<file path="config.mk">
export PLATFORM = sky130hd
export DESIGN_NAME = message_rendezvous_ipc
export DESIGN_NICKNAME = d
export VERILOG_FILES = /design/src/sv/mri_pkg.sv /design/src/sv/message_rendezvous_ipc.sv
export SDC_FILE = /design/constraint.sdc
export NUM_CORES = 1
export LEC_CHECK = 0
export BUFFER_PORTS_ARGS = -buffer_cell sky130_fd_sc_hd__buf_2
export CAP_MARGIN = 20
export CORE_MARGIN = 2
export CORE_UTILIZATION = 45
export DETAILED_ROUTE_END_ITERATION = 6
export PLACE_DENSITY_LB_ADDON = 0.08
export SYNTH_ARGS = -nofsm -noshare
export SYNTH_HDL_FRONTEND = slang
export SYNTH_SLANG_ARGS = --single-unit
</file>
<file path="constraint.sdc">
create_clock -name clk -period 6.88 [get_ports clk]
set_clock_uncertainty 0.05 [all_clocks]
set_input_delay 0.688 -clock clk [delete_from_list [all_inputs] [get_ports clk]]
set_output_delay 0.688 -clock clk [all_outputs]
set_load 0.1 [all_outputs]
</file>
<file path="src/sv/mri_pkg.sv">
// ----------------------------------------------------------------------------
// mri_pkg
// Types and codes shared by the rendezvous message passing block and its
// checker.
// ----------------------------------------------------------------------------
package mri_pkg;

  localparam int NUM_PROCS = 8;
  localparam int PID_W     = 3;
  localparam int CODE_W    = 4;
  localparam int CNT_W     = 4;

  // request functions
  localparam logic [1:0] FN_SEND   = 2'd0;
  localparam logic [1:0] FN_RECV   = 2'd1;
  localparam logic [1:0] FN_NOTICE = 2'd2;
  localparam logic [1:0] FN_UNUSED = 2'd3;

  // process modes
  localparam logic [1:0] MODE_IDLE = 2'd0;
  localparam logic [1:0] MODE_SEND = 2'd1;
  localparam logic [1:0] MODE_RECV = 2'd2;

  // peer and link codes
  localparam logic [CODE_W-1:0] CODE_ANY  = 4'd8;
  localparam logic [CODE_W-1:0] CODE_INT  = 4'd9;
  localparam logic [CODE_W-1:0] CODE_NONE = 4'd15;
  localparam logic [CODE_W-1:0] CODE_IMSG = 4'd8;

  // result status
  localparam logic [2:0] ST_COPIED  = 3'd0;
  localparam logic [2:0] ST_BLOCKED = 3'd1;
  localparam logic [2:0] ST_INTR    = 3'd2;
  localparam logic [2:0] ST_REJECT  = 3'd3;
  localparam logic [2:0] ST_LATCHED = 3'd4;

  typedef struct packed {
    logic [1:0]        func;
    logic [PID_W-1:0]  caller;
    logic [CODE_W-1:0] peer;
  } req_t;

  typedef struct packed {
    logic [2:0]        status;
    logic [CODE_W-1:0] copy_from;
    logic [PID_W-1:0]  copy_to;
    logic              woken_valid;
    logic [PID_W-1:0]  woken_pid;
  } rsp_t;

  // one process table entry
  typedef struct packed {
    logic [1:0]        mode;
    logic [CODE_W-1:0] send_target;
    logic [CODE_W-1:0] recv_source;
    logic              int_pending;
    logic [CODE_W-1:0] queue_head;
    logic [CODE_W-1:0] queue_link;
  } ent_t;

  localparam ent_t ENT_RESET = '{mode: MODE_IDLE, send_target: CODE_NONE,
                                 recv_source: CODE_NONE, int_pending: 1'b0,
                                 queue_head: CODE_NONE, queue_link: CODE_NONE};

  function automatic logic is_pid(input logic [CODE_W-1:0] v);
    return v < CODE_W'(NUM_PROCS);
  endfunction

endpackage

</file>
<file path="src/sv/message_rendezvous_ipc.sv">
// ----------------------------------------------------------------------------
// message_rendezvous_ipc
// Rendezvous message passing controller over a table of processes.
// ----------------------------------------------------------------------------
// Usage:
//   in_*  carries one request beat (func, caller, peer); out_* returns one
//   result beat per request (status, copy source and target, woken process).
//   Both channels are valid/ready.
//   The process table sits in one synchronous memory (one read, one write
//   per cycle, read data registered). Requests run one at a time:
//   - rejected on the request fields alone: no table access
//   - interrupt notice: one read and one write of the caller's entry
//   - send: caller read, up to 8 chain reads and up to 9 queue tail reads
//   - receive from a named sender: a walk over the caller's queue
//   The deadlock chain walk and the queue walks take one table read per
//   step. in_ready is high while no request is in flight; a
//   result held by a stalled receiver does not block the next request, but
//   that request's result waits until the held beat is taken.
//   Reset clears the per-entry valid bits at once: every process reads as
//   idle with empty queue, and no clearing pass is needed.
// ----------------------------------------------------------------------------
module message_rendezvous_ipc (
  input  logic          clk,
  input  logic          rst_n,
  input  logic          in_valid,
  output logic          in_ready,
  input  mri_pkg::req_t in_data,
  output logic          out_valid,
  input  logic          out_ready,
  output mri_pkg::rsp_t out_data
);
  import mri_pkg::*;

  localparam logic [3:0] S_IDLE   = 4'd0;
  localparam logic [3:0] S_RDC    = 4'd1;
  localparam logic [3:0] S_WALK   = 4'd2;
  localparam logic [3:0] S_SDEC   = 4'd3;
  localparam logic [3:0] S_TAIL   = 4'd4;
  localparam logic [3:0] S_WRC    = 4'd5;
  localparam logic [3:0] S_RDS    = 4'd6;
  localparam logic [3:0] S_MWALK  = 4'd7;
  localparam logic [3:0] S_MRD    = 4'd8;
  localparam logic [3:0] S_RDF    = 4'd9;
  localparam logic [3:0] S_UNLINK = 4'd10;
  localparam logic [3:0] S_WRF    = 4'd11;
  localparam logic [3:0] S_DONE   = 4'd12;

  // process table
  ent_t             mem [NUM_PROCS];
  logic [NUM_PROCS-1:0] vld_r;
  ent_t             rd_data_r;
  logic             rd_vld_r;
  ent_t             rd_ent;
  logic             mem_re, mem_we;
  logic [PID_W-1:0] mem_raddr, mem_waddr;
  ent_t             mem_wdata;

  logic [3:0]        state_r, state_nxt;
  req_t              req_r, req_nxt;
  ent_t              c_ent_r, c_ent_nxt;
  ent_t              x_ent_r, x_ent_nxt;
  ent_t              prev_ent_r, prev_ent_nxt;
  logic [CODE_W-1:0] p_r, p_nxt;
  logic [CODE_W-1:0] prev_r, prev_nxt;
  logic [CNT_W-1:0]  n_r, n_nxt;
  rsp_t              res_r, res_nxt;
  logic              out_valid_r, out_valid_nxt;
  rsp_t              out_data_r, out_data_nxt;

  logic [CODE_W-1:0] c_code;
  logic              early_rej;
  rsp_t              rsp_rej;
  rsp_t              rsp_blk;
  ent_t              w;

  // table write and registered read; unwritten entries read as reset
  always_ff @(posedge clk) begin
    if (mem_we) begin
      mem[mem_waddr] <= mem_wdata;
    end
    if (mem_re) begin
      rd_data_r <= mem[mem_raddr];
      rd_vld_r  <= vld_r[mem_raddr];
    end
  end

  always_ff @(posedge clk) begin
    if (!rst_n) begin
      vld_r <= '0;
    end else if (mem_we) begin
      vld_r[mem_waddr] <= 1'b1;
    end
  end

  assign rd_ent = rd_vld_r ? rd_data_r : ENT_RESET;

  assign c_code   = {1'b0, req_r.caller};
  assign in_ready = (state_r == S_IDLE);
  assign out_valid = out_valid_r;
  assign out_data  = out_data_r;

  always_comb begin
    rsp_rej        = '0;
    rsp_rej.status = ST_REJECT;
    rsp_blk        = '0;
    rsp_blk.status = ST_BLOCKED;
    early_rej = (in_data.func == FN_UNUSED) ||
                ((in_data.func != FN_NOTICE) && (in_data.peer == {1'b0, in_data.caller})) ||
                ((in_data.func == FN_SEND) && !is_pid(in_data.peer)) ||
                ((in_data.func == FN_RECV) && !is_pid(in_data.peer) &&
                 (in_data.peer != CODE_ANY) && (in_data.peer != CODE_INT));
  end

  // request sequencer
  always_comb begin
    state_nxt     = state_r;
    req_nxt       = req_r;
    c_ent_nxt     = c_ent_r;
    x_ent_nxt     = x_ent_r;
    prev_ent_nxt  = prev_ent_r;
    p_nxt         = p_r;
    prev_nxt      = prev_r;
    n_nxt         = n_r;
    res_nxt       = res_r;
    out_valid_nxt = out_valid_r;
    out_data_nxt  = out_data_r;
    mem_re        = 1'b0;
    mem_raddr     = req_r.caller;
    mem_we        = 1'b0;
    mem_waddr     = req_r.caller;
    mem_wdata     = c_ent_r;
    w             = c_ent_r;

    // drop the result beat once taken
    if (out_valid_r && out_ready) begin
      out_valid_nxt = 1'b0;
    end

    case (state_r)
      S_IDLE: begin
        if (in_valid) begin
          req_nxt = in_data;
          if (early_rej) begin
            res_nxt   = rsp_rej;
            state_nxt = S_DONE;
          end else begin
            mem_re    = 1'b1;
            mem_raddr = in_data.caller;
            state_nxt = S_RDC;
          end
        end
      end

      S_RDC: begin
        c_ent_nxt = rd_ent;
        w         = rd_ent;
        if (req_r.func == FN_NOTICE) begin
          mem_we = 1'b1;
          if ((rd_ent.mode == MODE_RECV) &&
              ((rd_ent.recv_source == CODE_INT) || (rd_ent.recv_source == CODE_ANY))) begin
            w.mode        = MODE_IDLE;
            w.recv_source = CODE_NONE;
            w.send_target = CODE_NONE;
            w.int_pending = 1'b0;
            res_nxt             = '0;
            res_nxt.status      = ST_INTR;
            res_nxt.copy_from   = CODE_IMSG;
            res_nxt.copy_to     = req_r.caller;
            res_nxt.woken_valid = 1'b1;
            res_nxt.woken_pid   = req_r.caller;
          end else begin
            w.int_pending  = 1'b1;
            res_nxt        = '0;
            res_nxt.status = ST_LATCHED;
          end
          mem_wdata = w;
          state_nxt = S_DONE;
        end else if (rd_ent.mode != MODE_IDLE) begin
          res_nxt   = rsp_rej;
          state_nxt = S_DONE;
        end else if (req_r.func == FN_SEND) begin
          mem_re    = 1'b1;
          mem_raddr = req_r.peer[PID_W-1:0];
          p_nxt     = req_r.peer;
          n_nxt     = '0;
          state_nxt = S_WALK;
        end else if (rd_ent.int_pending &&
                     ((req_r.peer == CODE_ANY) || (req_r.peer == CODE_INT))) begin
          w.int_pending     = 1'b0;
          mem_we            = 1'b1;
          mem_wdata         = w;
          res_nxt           = '0;
          res_nxt.status    = ST_INTR;
          res_nxt.copy_from = CODE_IMSG;
          res_nxt.copy_to   = req_r.caller;
          state_nxt         = S_DONE;
        end else if (req_r.peer == CODE_ANY && is_pid(rd_ent.queue_head)) begin
          p_nxt     = rd_ent.queue_head;
          mem_re    = 1'b1;
          mem_raddr = rd_ent.queue_head[PID_W-1:0];
          state_nxt = S_RDF;
        end else if (req_r.peer == CODE_INT || req_r.peer == CODE_ANY) begin
          w.mode        = MODE_RECV;
          w.recv_source = req_r.peer;
          mem_we        = 1'b1;
          mem_wdata     = w;
          res_nxt       = rsp_blk;
          state_nxt     = S_DONE;
        end else begin
          mem_re    = 1'b1;
          mem_raddr = req_r.peer[PID_W-1:0];
          state_nxt = S_RDS;
        end
      end

      // follow send targets from the destination looking for the caller
      S_WALK: begin
        if (n_r == '0) begin
          x_ent_nxt = rd_ent;
        end
        if ((rd_ent.mode != MODE_SEND) || !is_pid(rd_ent.send_target)) begin
          state_nxt = S_SDEC;
        end else if (rd_ent.send_target == c_code) begin
          res_nxt   = rsp_rej;
          state_nxt = S_DONE;
        end else if (n_r == CNT_W'(NUM_PROCS - 1)) begin
          state_nxt = S_SDEC;
        end else begin
          mem_re    = 1'b1;
          mem_raddr = rd_ent.send_target[PID_W-1:0];
          n_nxt     = n_r + 1'b1;
          state_nxt = S_WALK;
        end
      end

      // hand over to a waiting receiver, or queue the caller
      S_SDEC: begin
        w = x_ent_r;
        if ((x_ent_r.mode == MODE_RECV) &&
            ((x_ent_r.recv_source == c_code) || (x_ent_r.recv_source == CODE_ANY))) begin
          w.mode        = MODE_IDLE;
          w.recv_source = CODE_NONE;
          mem_we        = 1'b1;
          mem_waddr     = req_r.peer[PID_W-1:0];
          mem_wdata     = w;
          res_nxt             = '0;
          res_nxt.status      = ST_COPIED;
          res_nxt.copy_from   = c_code;
          res_nxt.copy_to     = req_r.peer[PID_W-1:0];
          res_nxt.woken_valid = 1'b1;
          res_nxt.woken_pid   = req_r.peer[PID_W-1:0];
          state_nxt = S_DONE;
        end else if (is_pid(x_ent_r.queue_head)) begin
          p_nxt     = x_ent_r.queue_head;
          n_nxt     = '0;
          mem_re    = 1'b1;
          mem_raddr = x_ent_r.queue_head[PID_W-1:0];
          state_nxt = S_TAIL;
        end else begin
          w.queue_head = c_code;
          mem_we       = 1'b1;
          mem_waddr    = req_r.peer[PID_W-1:0];
          mem_wdata    = w;
          state_nxt    = S_WRC;
        end
      end

      // advance to the queue tail and link the caller behind it
      S_TAIL: begin
        if ((n_r < CNT_W'(NUM_PROCS)) && is_pid(rd_ent.queue_link)) begin
          p_nxt     = rd_ent.queue_link;
          n_nxt     = n_r + 1'b1;
          mem_re    = 1'b1;
          mem_raddr = rd_ent.queue_link[PID_W-1:0];
        end else begin
          w            = rd_ent;
          w.queue_link = c_code;
          mem_we       = 1'b1;
          mem_waddr    = p_r[PID_W-1:0];
          mem_wdata    = w;
          state_nxt    = S_WRC;
        end
      end

      S_WRC: begin
        w.mode        = MODE_SEND;
        w.send_target = req_r.peer;
        w.queue_link  = CODE_NONE;
        mem_we        = 1'b1;
        mem_wdata     = w;
        res_nxt       = rsp_blk;
        state_nxt     = S_DONE;
      end

      // named sender: check it targets the caller
      S_RDS: begin
        x_ent_nxt = rd_ent;
        if ((rd_ent.mode == MODE_SEND) && (rd_ent.send_target == c_code)) begin
          p_nxt     = c_ent_r.queue_head;
          prev_nxt  = CODE_NONE;
          n_nxt     = '0;
          state_nxt = S_MWALK;
        end else begin
          w.mode        = MODE_RECV;
          w.recv_source = req_r.peer;
          mem_we        = 1'b1;
          mem_wdata     = w;
          res_nxt       = rsp_blk;
          state_nxt     = S_DONE;
        end
      end

      // search the caller's queue for the named sender
      S_MWALK: begin
        if ((n_r < CNT_W'(NUM_PROCS)) && is_pid(p_r)) begin
          if (p_r == req_r.peer) begin
            state_nxt = S_UNLINK;
          end else begin
            prev_nxt  = p_r;
            mem_re    = 1'b1;
            mem_raddr = p_r[PID_W-1:0];
            state_nxt = S_MRD;
          end
        end else begin
          state_nxt = S_WRF;
        end
      end

      S_MRD: begin
        prev_ent_nxt = rd_ent;
        p_nxt        = rd_ent.queue_link;
        n_nxt        = n_r + 1'b1;
        state_nxt    = S_MWALK;
      end

      // any sender: take the queue head
      S_RDF: begin
        x_ent_nxt = rd_ent;
        prev_nxt  = CODE_NONE;
        state_nxt = S_UNLINK;
      end

      // unlink the sender from the caller's queue
      S_UNLINK: begin
        mem_we = 1'b1;
        if (is_pid(prev_r)) begin
          w            = prev_ent_r;
          w.queue_link = x_ent_r.queue_link;
          mem_waddr    = prev_r[PID_W-1:0];
        end else begin
          w.queue_head = x_ent_r.queue_link;
        end
        mem_wdata = w;
        state_nxt = S_WRF;
      end

      // release the sender
      S_WRF: begin
        w             = x_ent_r;
        w.queue_link  = CODE_NONE;
        w.send_target = CODE_NONE;
        w.mode        = MODE_IDLE;
        mem_we        = 1'b1;
        mem_waddr     = (req_r.peer == CODE_ANY) ? p_r[PID_W-1:0] : req_r.peer[PID_W-1:0];
        mem_wdata     = w;
        res_nxt             = '0;
        res_nxt.status      = ST_COPIED;
        res_nxt.copy_from   = {1'b0, mem_waddr};
        res_nxt.copy_to     = req_r.caller;
        res_nxt.woken_valid = 1'b1;
        res_nxt.woken_pid   = mem_waddr;
        state_nxt = S_DONE;
      end

      // hold until the result register is free
      S_DONE: begin
        if (!out_valid_r || out_ready) begin
          out_valid_nxt = 1'b1;
          out_data_nxt  = res_r;
          state_nxt     = S_IDLE;
        end
      end

      default: begin
        state_nxt = S_IDLE;
      end
    endcase
  end

  always_ff @(posedge clk) begin
    if (!rst_n) begin
      state_r     <= S_IDLE;
      out_valid_r <= 1'b0;
    end else begin
      state_r     <= state_nxt;
      out_valid_r <= out_valid_nxt;
    end
  end

  always_ff @(posedge clk) begin
    req_r      <= req_nxt;
    c_ent_r    <= c_ent_nxt;
    x_ent_r    <= x_ent_nxt;
    prev_ent_r <= prev_ent_nxt;
    p_r        <= p_nxt;
    prev_r     <= prev_nxt;
    n_r        <= n_nxt;
    res_r      <= res_nxt;
    out_data_r <= out_data_nxt;
  end

endmodule

</file>
==> results of run 1 <==
==> through the flow <==
stage | cell area, sq um | setup WS [ns] | util, %
after global routing | 15200 | 1.81 | 51.4
final | 15200 | 2.03 | 51.4
after detailed placement | 14200 | 2.13 | 48.0
after floorplan | 13600 | 2.64 | -
after global placement | 14200 | 2.21 | 47.9
after CTS | 15200 | 2.13 | 51.3
==> registers in the layout, summed over array words and instances (netlist names) <==
name,count
mem,152
c_ent_r,19
rd_data_r,19
x_ent_r,19
prev_ent_r,15
out_data,14
res_r,14
vld_r,8
req_r,6
n_r,4
p_r,4
prev_r,4
state_r,4
c_code,3
out_valid,1
rd_vld_r,1
==> critical path, cell delays in order, from the launching register on <==
cell and delay [ns]:
dfxtp_1 0.91, nor2b_1 0.45, nand2_1 0.49, o21ai_0 0.44, o21ai_1 0.15, a41oi_4 0.85, buf_4 0.39, mux2_2 0.37
mux4_2 0.45
==> power by group through the flow <==
stage          clock network [W]  registers, W  logic, W
6_report                 0.00157       0.00310   0.00375
4_1_cts                  0.00161       0.00310   0.00374
3_5_place_dp                   0       0.00313   0.00372
3_3_place_gp                   0       0.00313   0.00365
5_1_grt                  0.00168       0.00314   0.00401
2_1_floorplan                  0       0.00299   0.00274
==> how the worst max path moves through the flow <==
stage                             from                       to  slack (ns)  cells after the start
3_3_place_gp   state_r[0]$_SDFFE_PN0P_  rd_data_r[18]$_DFFE_PP_        2.21                      8
6_report       state_r[0]$_SDFFE_PN0P_  rd_data_r[16]$_DFFE_PP_        2.03                      8
4_1_cts        state_r[0]$_SDFFE_PN0P_  rd_data_r[16]$_DFFE_PP_        2.13                      8
5_1_grt        state_r[0]$_SDFFE_PN0P_  rd_data_r[16]$_DFFE_PP_        1.81                      8
2_1_floorplan  state_r[3]$_SDFFE_PN0P_       res_r[0]$_DFFE_PP_        2.64                      7
3_5_place_dp   state_r[0]$_SDFFE_PN0P_  rd_data_r[16]$_DFFE_PP_        2.13                      8
==> per-layer routing <==
metal | GRT usage, % | vias to the layer above | wire [microns] | part of all wire, %
li1 | - | 3889 | - | -
met1 | 33.1 | 4395 | 16000 | 42
met2 | 39.7 | 432 | 17900 | 47
met3 | 4.61 | 112 | 2980 | 7.8
met4 | 10.0 | 0 | 1530 | 4.0
met5 | 0 | - | 0 | 0
==> cells by family (layout without fill, tap and decap cells) <==
| group | after synthesis | after routing | synth area share (%) |
|---|---|---|---|
| mux | 122 | 122 | 11.9 |
| fa+ha+maj | 2 | 2 | 0.184 |
| simple gates | 257 | 257 | 10.2 |
| compound gates | 207 | 207 | 11.2 |
| xor+xnor | 15 | 15 | 1.02 |
| flops | 287 | 287 | 62.5 |
| buf+inv | 69 | 142 | 2.93 |
==> final cells by class <==
type,count,area [sq um]
multi-input combinational,603,4750
timing repair buffer,67,467
tap,390,488
inverter,19,71.3
fill,2568,14400
sequential,287,8490
clock inverter,12,86.3
clock buffer,44,875
==> cell usage after synthesis, types with 4 or more instances <==
library cell  count
clkbuf_1         22
dfxtp_1          13
nand3_1          17
mux2_4           10
edfxtp_1        274
nor4b_1           4
mux2_1           40
a21o_1            6
o211ai_1          7
nand4_1          12
or3_1             5
o21a_1           15
nor2_1           51
a32oi_1           5
buf_6            12
buf_2             9
nor2b_1          13
nand2b_1         24
mux2i_1          18
mux2_2           34
a221oi_1          7
nand2_1          74
a222oi_1         11
o21ai_1           5
xnor2_1          12
inv_1            19
a211o_1           5
a211oi_1          7
nor3_1           11
o21ai_0          45
a221o_1          10
and3_1            4
nand3b_1          4
nor3b_1           5
a31oi_1           9
mux4_2           20
a21oi_1          35
a22oi_1           5
==> layout by cell type (no fill, tap or decap), drive strengths merged, types with 6 or more instances in the layout <==
| master | synthesis | routed |
|---|---|---|
| edfxtp | 274 | 274 |
| mux2 | 84 | 84 |
| nand2 | 74 | 74 |
| buf | 25 | 65 |
| nor2 | 51 | 51 |
| o21ai | 51 | 51 |
| clkbuf | 25 | 46 |
| a21oi | 35 | 35 |
| nand2b | 24 | 24 |
| mux4 | 20 | 20 |
| inv | 19 | 20 |
| mux2i | 18 | 18 |
| nand3 | 17 | 17 |
| o21a | 15 | 15 |
| nor2b | 13 | 13 |
| dfxtp | 13 | 13 |
| xnor2 | 13 | 13 |
| nand4 | 12 | 12 |
| nor3 | 12 | 12 |
| a222oi | 11 | 11 |
| a221o | 10 | 10 |
| a31oi | 9 | 9 |
| a221oi | 9 | 9 |
| clkinv | 0 | 8 |
| a211oi | 7 | 7 |
| o211ai | 7 | 7 |
| nor3b | 7 | 7 |
| a21o | 6 | 6 |
| nor4b | 6 | 6 |
==> reports/qor.tcl, run 1 <==
set qor(max_capacitance_violation_total) 0
set qor(drt-initial-drc-count) 1027
set qor(worst_hold_path.endpoint) {req_r[7]$_DFFE_PP_}
set qor(die_w_microns) 178
set qor(ys_ff_latch) 287
set qor(drc_errors) 0
set qor(pwr_density_cell_nw_per_um2) 553
set qor(worstRegToRegCells) 8
set qor(stdcell_count) 1422
set qor(antenna_cells_inserted) 0
set qor(tritoncts_num_sinks) 287
set qor(first_pass_iters) 7
set qor(route.detailed.vias_per_inst) 6.21
set qor(netSwitchingPower_w) 0.00320
set qor(critical_path_peak_fanout) 28
set qor(final_global_route_overflow_total) 0
set qor(netSwitchingFraction_pct) 38.1
set qor(power.combinational.fraction_pct) 44.5
set qor(layout-drive-gt1-share_pct) 19.9
set qor(synth.top_cells.by_area) {edfxtp_1 (61%), mux2_1 (3.3%), mux4_2 (3.3%), mux2_2 (2.8%), nand2_1 (2.0%)}
set qor(floorplan.initialDensity_pct) 45.8
set qor(synthCells) 959
set qor(ys.warnings.count) 0
set qor(routedWlPerCell_microns) 27.0
set qor(max_slew_margin_pct) 30.6
set qor(area_delta_synth_final_pct) 12.2
set qor(number_of_global_route_vias_before_repair) 8764
set qor(clk-insertion-delay-late_ns) 0.57
set qor(hold_path.startpoint) {in_data[7]}
set qor(synth_area_per_cell_sq_um) 14.2
set qor(worstReg2RegStart) {state_r[0]$_SDFFE_PN0P_}
set qor(postSynth.asyncResetShare_pct) 0
set qor(critical_path.startpoint_type) {flip-flop}
set qor(design.die.area_sq_um) 31600
set qor(fp.dieH_microns) 178
set qor(fin_hold_ws_ns) 0.284
set qor(postCtsSetupBuffers) 0
set qor(clock_tree.htree_level_count) 1
set qor(synth_enable_flop_cells) 274
set qor(gr-usage-all-layers_pct) 24.7
set qor(clk_path_buf_depth) 3
set qor(setup-tns-final_ns) 0
set qor(seq_area_frac_synth_pct) 62.5
set qor(cts_resized) 0
set qor(synth.largest_area_cell) {edfxtp_1}
set qor(detailedPlacementHpwl_microns) 26300
set qor(cts-hold-fix-buffers) 0
set qor(wirelength_microns) 38300
set qor(net_total_in_the_final_layout) 1024
set qor(synth.lib_cells_used.distinct) 88
set qor(initial_antenna_violation_count) 0
set qor(start_to_end_type_of_the_worst_setup_path) {reg2reg}
set qor(tritoncts) {done}
set qor(vias) 8828
set qor(grt_first_pass_wirelength_microns) 57100
set qor(io_pins) 29
set qor(max_freq_mhz) 206
set qor(outcome) {complete, no violations}
set qor(setup_viol) 0
set qor(p_int_w) 0.00522
set qor(globalplace.congestion) 1.00
set qor(power.ir.vdd_worst_mv) 0.292
set qor(place.detailed.instances) 1363
set qor(worst-slew-pin-transition_ns) 1.03
set qor(critPathCaptureType) {flip-flop}
set qor(power.sequential.fraction_pct) 36.8
set qor(power.static_leakage_nw) 5.16
set qor(worstReg2RegEnd) {rd_data_r[16]$_DFFE_PP_}
set qor(place.port_buffers) 28
set qor(required_ns) 7.13
set qor(synth_ff_type) {edfxtp_1}
set qor(clock_tree.root_cell) {clkbuf_16}
set qor(grt_setup_unrepaired) {false}
set qor(total_power_w) 0.00842
set qor(min_path_cells) 1
set qor(final_max_slew_viol_count) 0
set qor(grt_max_degree) 35
set qor(drt.antenna.violating_nets) 0
set qor(num_rows) 63
set qor(netlist_area_sq_um) 13600
set qor(synth_fp_nets) 974
set qor(hold_viol) 0
set qor(period_needed_ns) 4.85
set qor(clk_transition_reported_paths_ns) 0.06
set qor(setup.reg_to_reg.worst_slack_ns) 2.03
set qor(timing.critical_path.arrival_ns) 5.10
set qor(cts_made_buffers) 31
set qor(post-route-period-util_pct) 70.5
set qor(clockPowerShare_pct) 18.6
set qor(timing.hold.worst.class) {in2reg}
set qor(synth_top_area_share_pct) 60.6
set qor(core_sq_um) 29600
Power figures use the tool's default switching activity.
==> inputs of run 2 (changes only) <==
clock period = 4.1 ns   (was 6.88 ns; I/O delays follow)
==> reports/qor.tcl, run 2 (synthesis results as in run 1) <==
set qor(outcome) {complete, no violations} ;# unchanged
set qor(timing.critical_path.arrival_ns) 4.02 ;# was 5.10 ns
set qor(hold_viol) 0 ;# unchanged
set qor(post-route-period-util_pct) 91.6 ;# was 70.5%
set qor(wirelength_microns) 39200 ;# was 38300 microns
set qor(clk-insertion-delay-late_ns) 0.58 ;# was 0.57 ns
set qor(final_global_route_overflow_total) 0 ;# unchanged
set qor(placed_area_sq_um) 14700 ;# was 14200 sq um
set qor(grt_first_pass_wirelength_microns) 57800 ;# was 57100 microns
set qor(num_rows) 63 ;# unchanged
set qor(seqCellArea_sq_um) 8490 ;# unchanged
set qor(power.static_leakage_nw) 5.50 ;# was 5.16 nW
set qor(core_sq_um) 29600 ;# unchanged
set qor(largest-register) {mem} ;# unchanged
set qor(layout.cell_area.non_filler_sq_um) 15800 ;# was 15200 sq um
set qor(floorplan.initialDensity_pct) 45.8 ;# unchanged
set qor(drt-initial-drc-count) 1028 ;# was 1027
set qor(grt_setup_unrepaired) {false} ;# unchanged
set qor(gr-usage-all-layers_pct) 25.1 ;# was 24.7%
set qor(first_pass_iters) 6 ;# was 7
set qor(net_total_in_the_final_layout) 1078 ;# was 1024
set qor(io_pins) 29 ;# unchanged
set qor(power.ir.vdd_worst_mv) 0.542 ;# was 0.292 mV
set qor(setup-tns-final_ns) 0 ;# unchanged
set qor(required_ns) 4.36 ;# was 7.13 ns
set qor(layout_common_cells) {edfxtp_1 (274), nand2_1 (74), buf_4 (72), nor2_1 (51), o21ai_0 (45)} ;# was edfxtp_1 (274), nand2_1 (74), nor2_1 (50), o21ai_0 (45), mux2_1 (40)
set qor(clock_tree.root_cell) {clkbuf_16} ;# unchanged
set qor(multi_input_comb_area_sq_um) 4750 ;# about the same
set qor(fp.dieH_microns) 178 ;# unchanged
set qor(setup_viol) 0 ;# unchanged
set qor(critPathCaptureType) {flip-flop} ;# unchanged
set qor(finish.utilization_pct) 53.4 ;# was 51.4%
set qor(drc_errors) 0 ;# unchanged
set qor(critical_path.startpoint_type) {flip-flop} ;# unchanged
set qor(tritoncts) {done} ;# unchanged
set qor(design.die.area_sq_um) 31600 ;# unchanged
set qor(clk_transition_reported_paths_ns) 0.06 ;# about the same
set qor(max_freq_mhz) 266 ;# was 206 MHz
set qor(max_slew_margin_pct) 30.5 ;# was 30.6%
set qor(area_delta_synth_final_pct) 16.7 ;# was 12.2%
set qor(globalplace.congestion) 0.998 ;# was 1.00
set qor(critical_path_peak_fanout) 43 ;# was 28
set qor(routedWlPerCell_microns) 26.5 ;# was 27.0 microns
set qor(pwr_density_cell_nw_per_um2) 933 ;# was 553 nW/um^2
set qor(place.port_buffers) 28 ;# unchanged
set qor(final_max_slew_viol_count) 0 ;# unchanged
set qor(route.detailed.vias_per_inst) 6.22 ;# was 6.21
set qor(clk_path_buf_depth) 3 ;# unchanged
set qor(period_needed_ns) 3.75 ;# was 4.85 ns
set qor(max_capacitance_violation_total) 0 ;# unchanged
set qor(number_of_global_route_vias_before_repair) 8914 ;# was 8764
set qor(clock_tree.htree_level_count) 1 ;# unchanged
set qor(detailedPlacementHpwl_microns) 27300 ;# was 26300 microns
set qor(vias) 9186 ;# was 8828
set qor(initial_antenna_violation_count) 0 ;# unchanged
set qor(cts_made_buffers) 31 ;# unchanged
set qor(largest_register_ff_count) 152 ;# unchanged
set qor(tritoncts_num_sinks) 287 ;# unchanged
set qor(timing.hold.worst.class) {in2reg} ;# unchanged
set qor(grt_max_degree) 44 ;# was 35
set qor(start_to_end_type_of_the_worst_setup_path) {reg2reg} ;# unchanged
set qor(num-fill-cells) 2576 ;# was 2568
set qor(antenna_cells_inserted) 0 ;# unchanged
set qor(worst-slew-pin-transition_ns) 1.03 ;# about the same
set qor(mostFrequentLayoutCell) {edfxtp_1} ;# unchanged
set qor(layout-drive-gt1-share_pct) 23.5 ;# was 19.9%
set qor(die_w_microns) 178 ;# unchanged
set qor(total_power_w) 0.0148 ;# was 0.00842 W
set qor(drt.antenna.violating_nets) 0 ;# unchanged
run 2: area by class of cell:
cell class              count  share of cell area, %
flip-flops and latches    287                   53.6
multi-input cells         603                   30.0
repair buffers            121                   6.38
clock buffers              34                   4.97
well taps                 390                   3.08
clock inverters            24                   1.47
inverters                  19                  0.451
run 2: what timing repair did:
item | 4_1_cts | 5_1_grt
hold buffers | 7 | 0
endpoints found under the hold margin | 7 | 0
buffers inserted | 0 | 0
gates resized for setup | 0 | 0
run 2: worst paths after layout:
kind / startpoint / end / slack [ns] / depth (start not counted)
setup / recovery: c_code[2]$_DFFE_PP_ / rd_data_r[7]$_DFFE_PP_ / 0.35 / 9
setup reg to reg: c_code[2]$_DFFE_PP_ / rd_data_r[7]$_DFFE_PP_ / 0.35 / 9
hold / removal: in_data[8] / req_r[8]$_DFFE_PP_ / 0.02 / 1
hold reg to reg: res_r[0]$_DFFE_PP_ / out_data[0]$_DFFE_PP_ / 0.37 / 0
run 2: critical path, cell delays in order, from the launching register on:
cell and delay (ns):
edfxtp_1 0.64, xnor2_1 0.35, nand4_1 0.32, a21oi_1 0.30, o21ai_1 0.15, a41oi_4 0.25, buf_12 0.29, buf_12 0.23
mux2_1 0.35, mux4_2 0.46
run 2: power by group:
group	total [W]	switching [W]	internal [W]
registers	0.00521	0.000497	0.00471
logic	0.00677	0.00392	0.00285
clock network	0.00279	0.00115	0.00164
total	0.0148	0.00556	0.00920
run 2: per-layer routing:
metal  track usage (%)  wire, microns  up-vias
li1                  -              -     4002
met1              34.6          16500     4601
met4              10.6           1830        0
met5             0.962              0        -
met2              39.1          17600      462
met3              4.46           3170      121
run 2: through the flow:
step                hold WS [ns]  setup slack, ns  std cells
floorplan                  0.350          0.00539        959
global placement           0.352            0.368       1411
finish                    0.0204            0.345       1478
detailed placement         0.355            0.463       1411
global route              0.0288            0.190       1478
CTS                      0.00834            0.441       1476
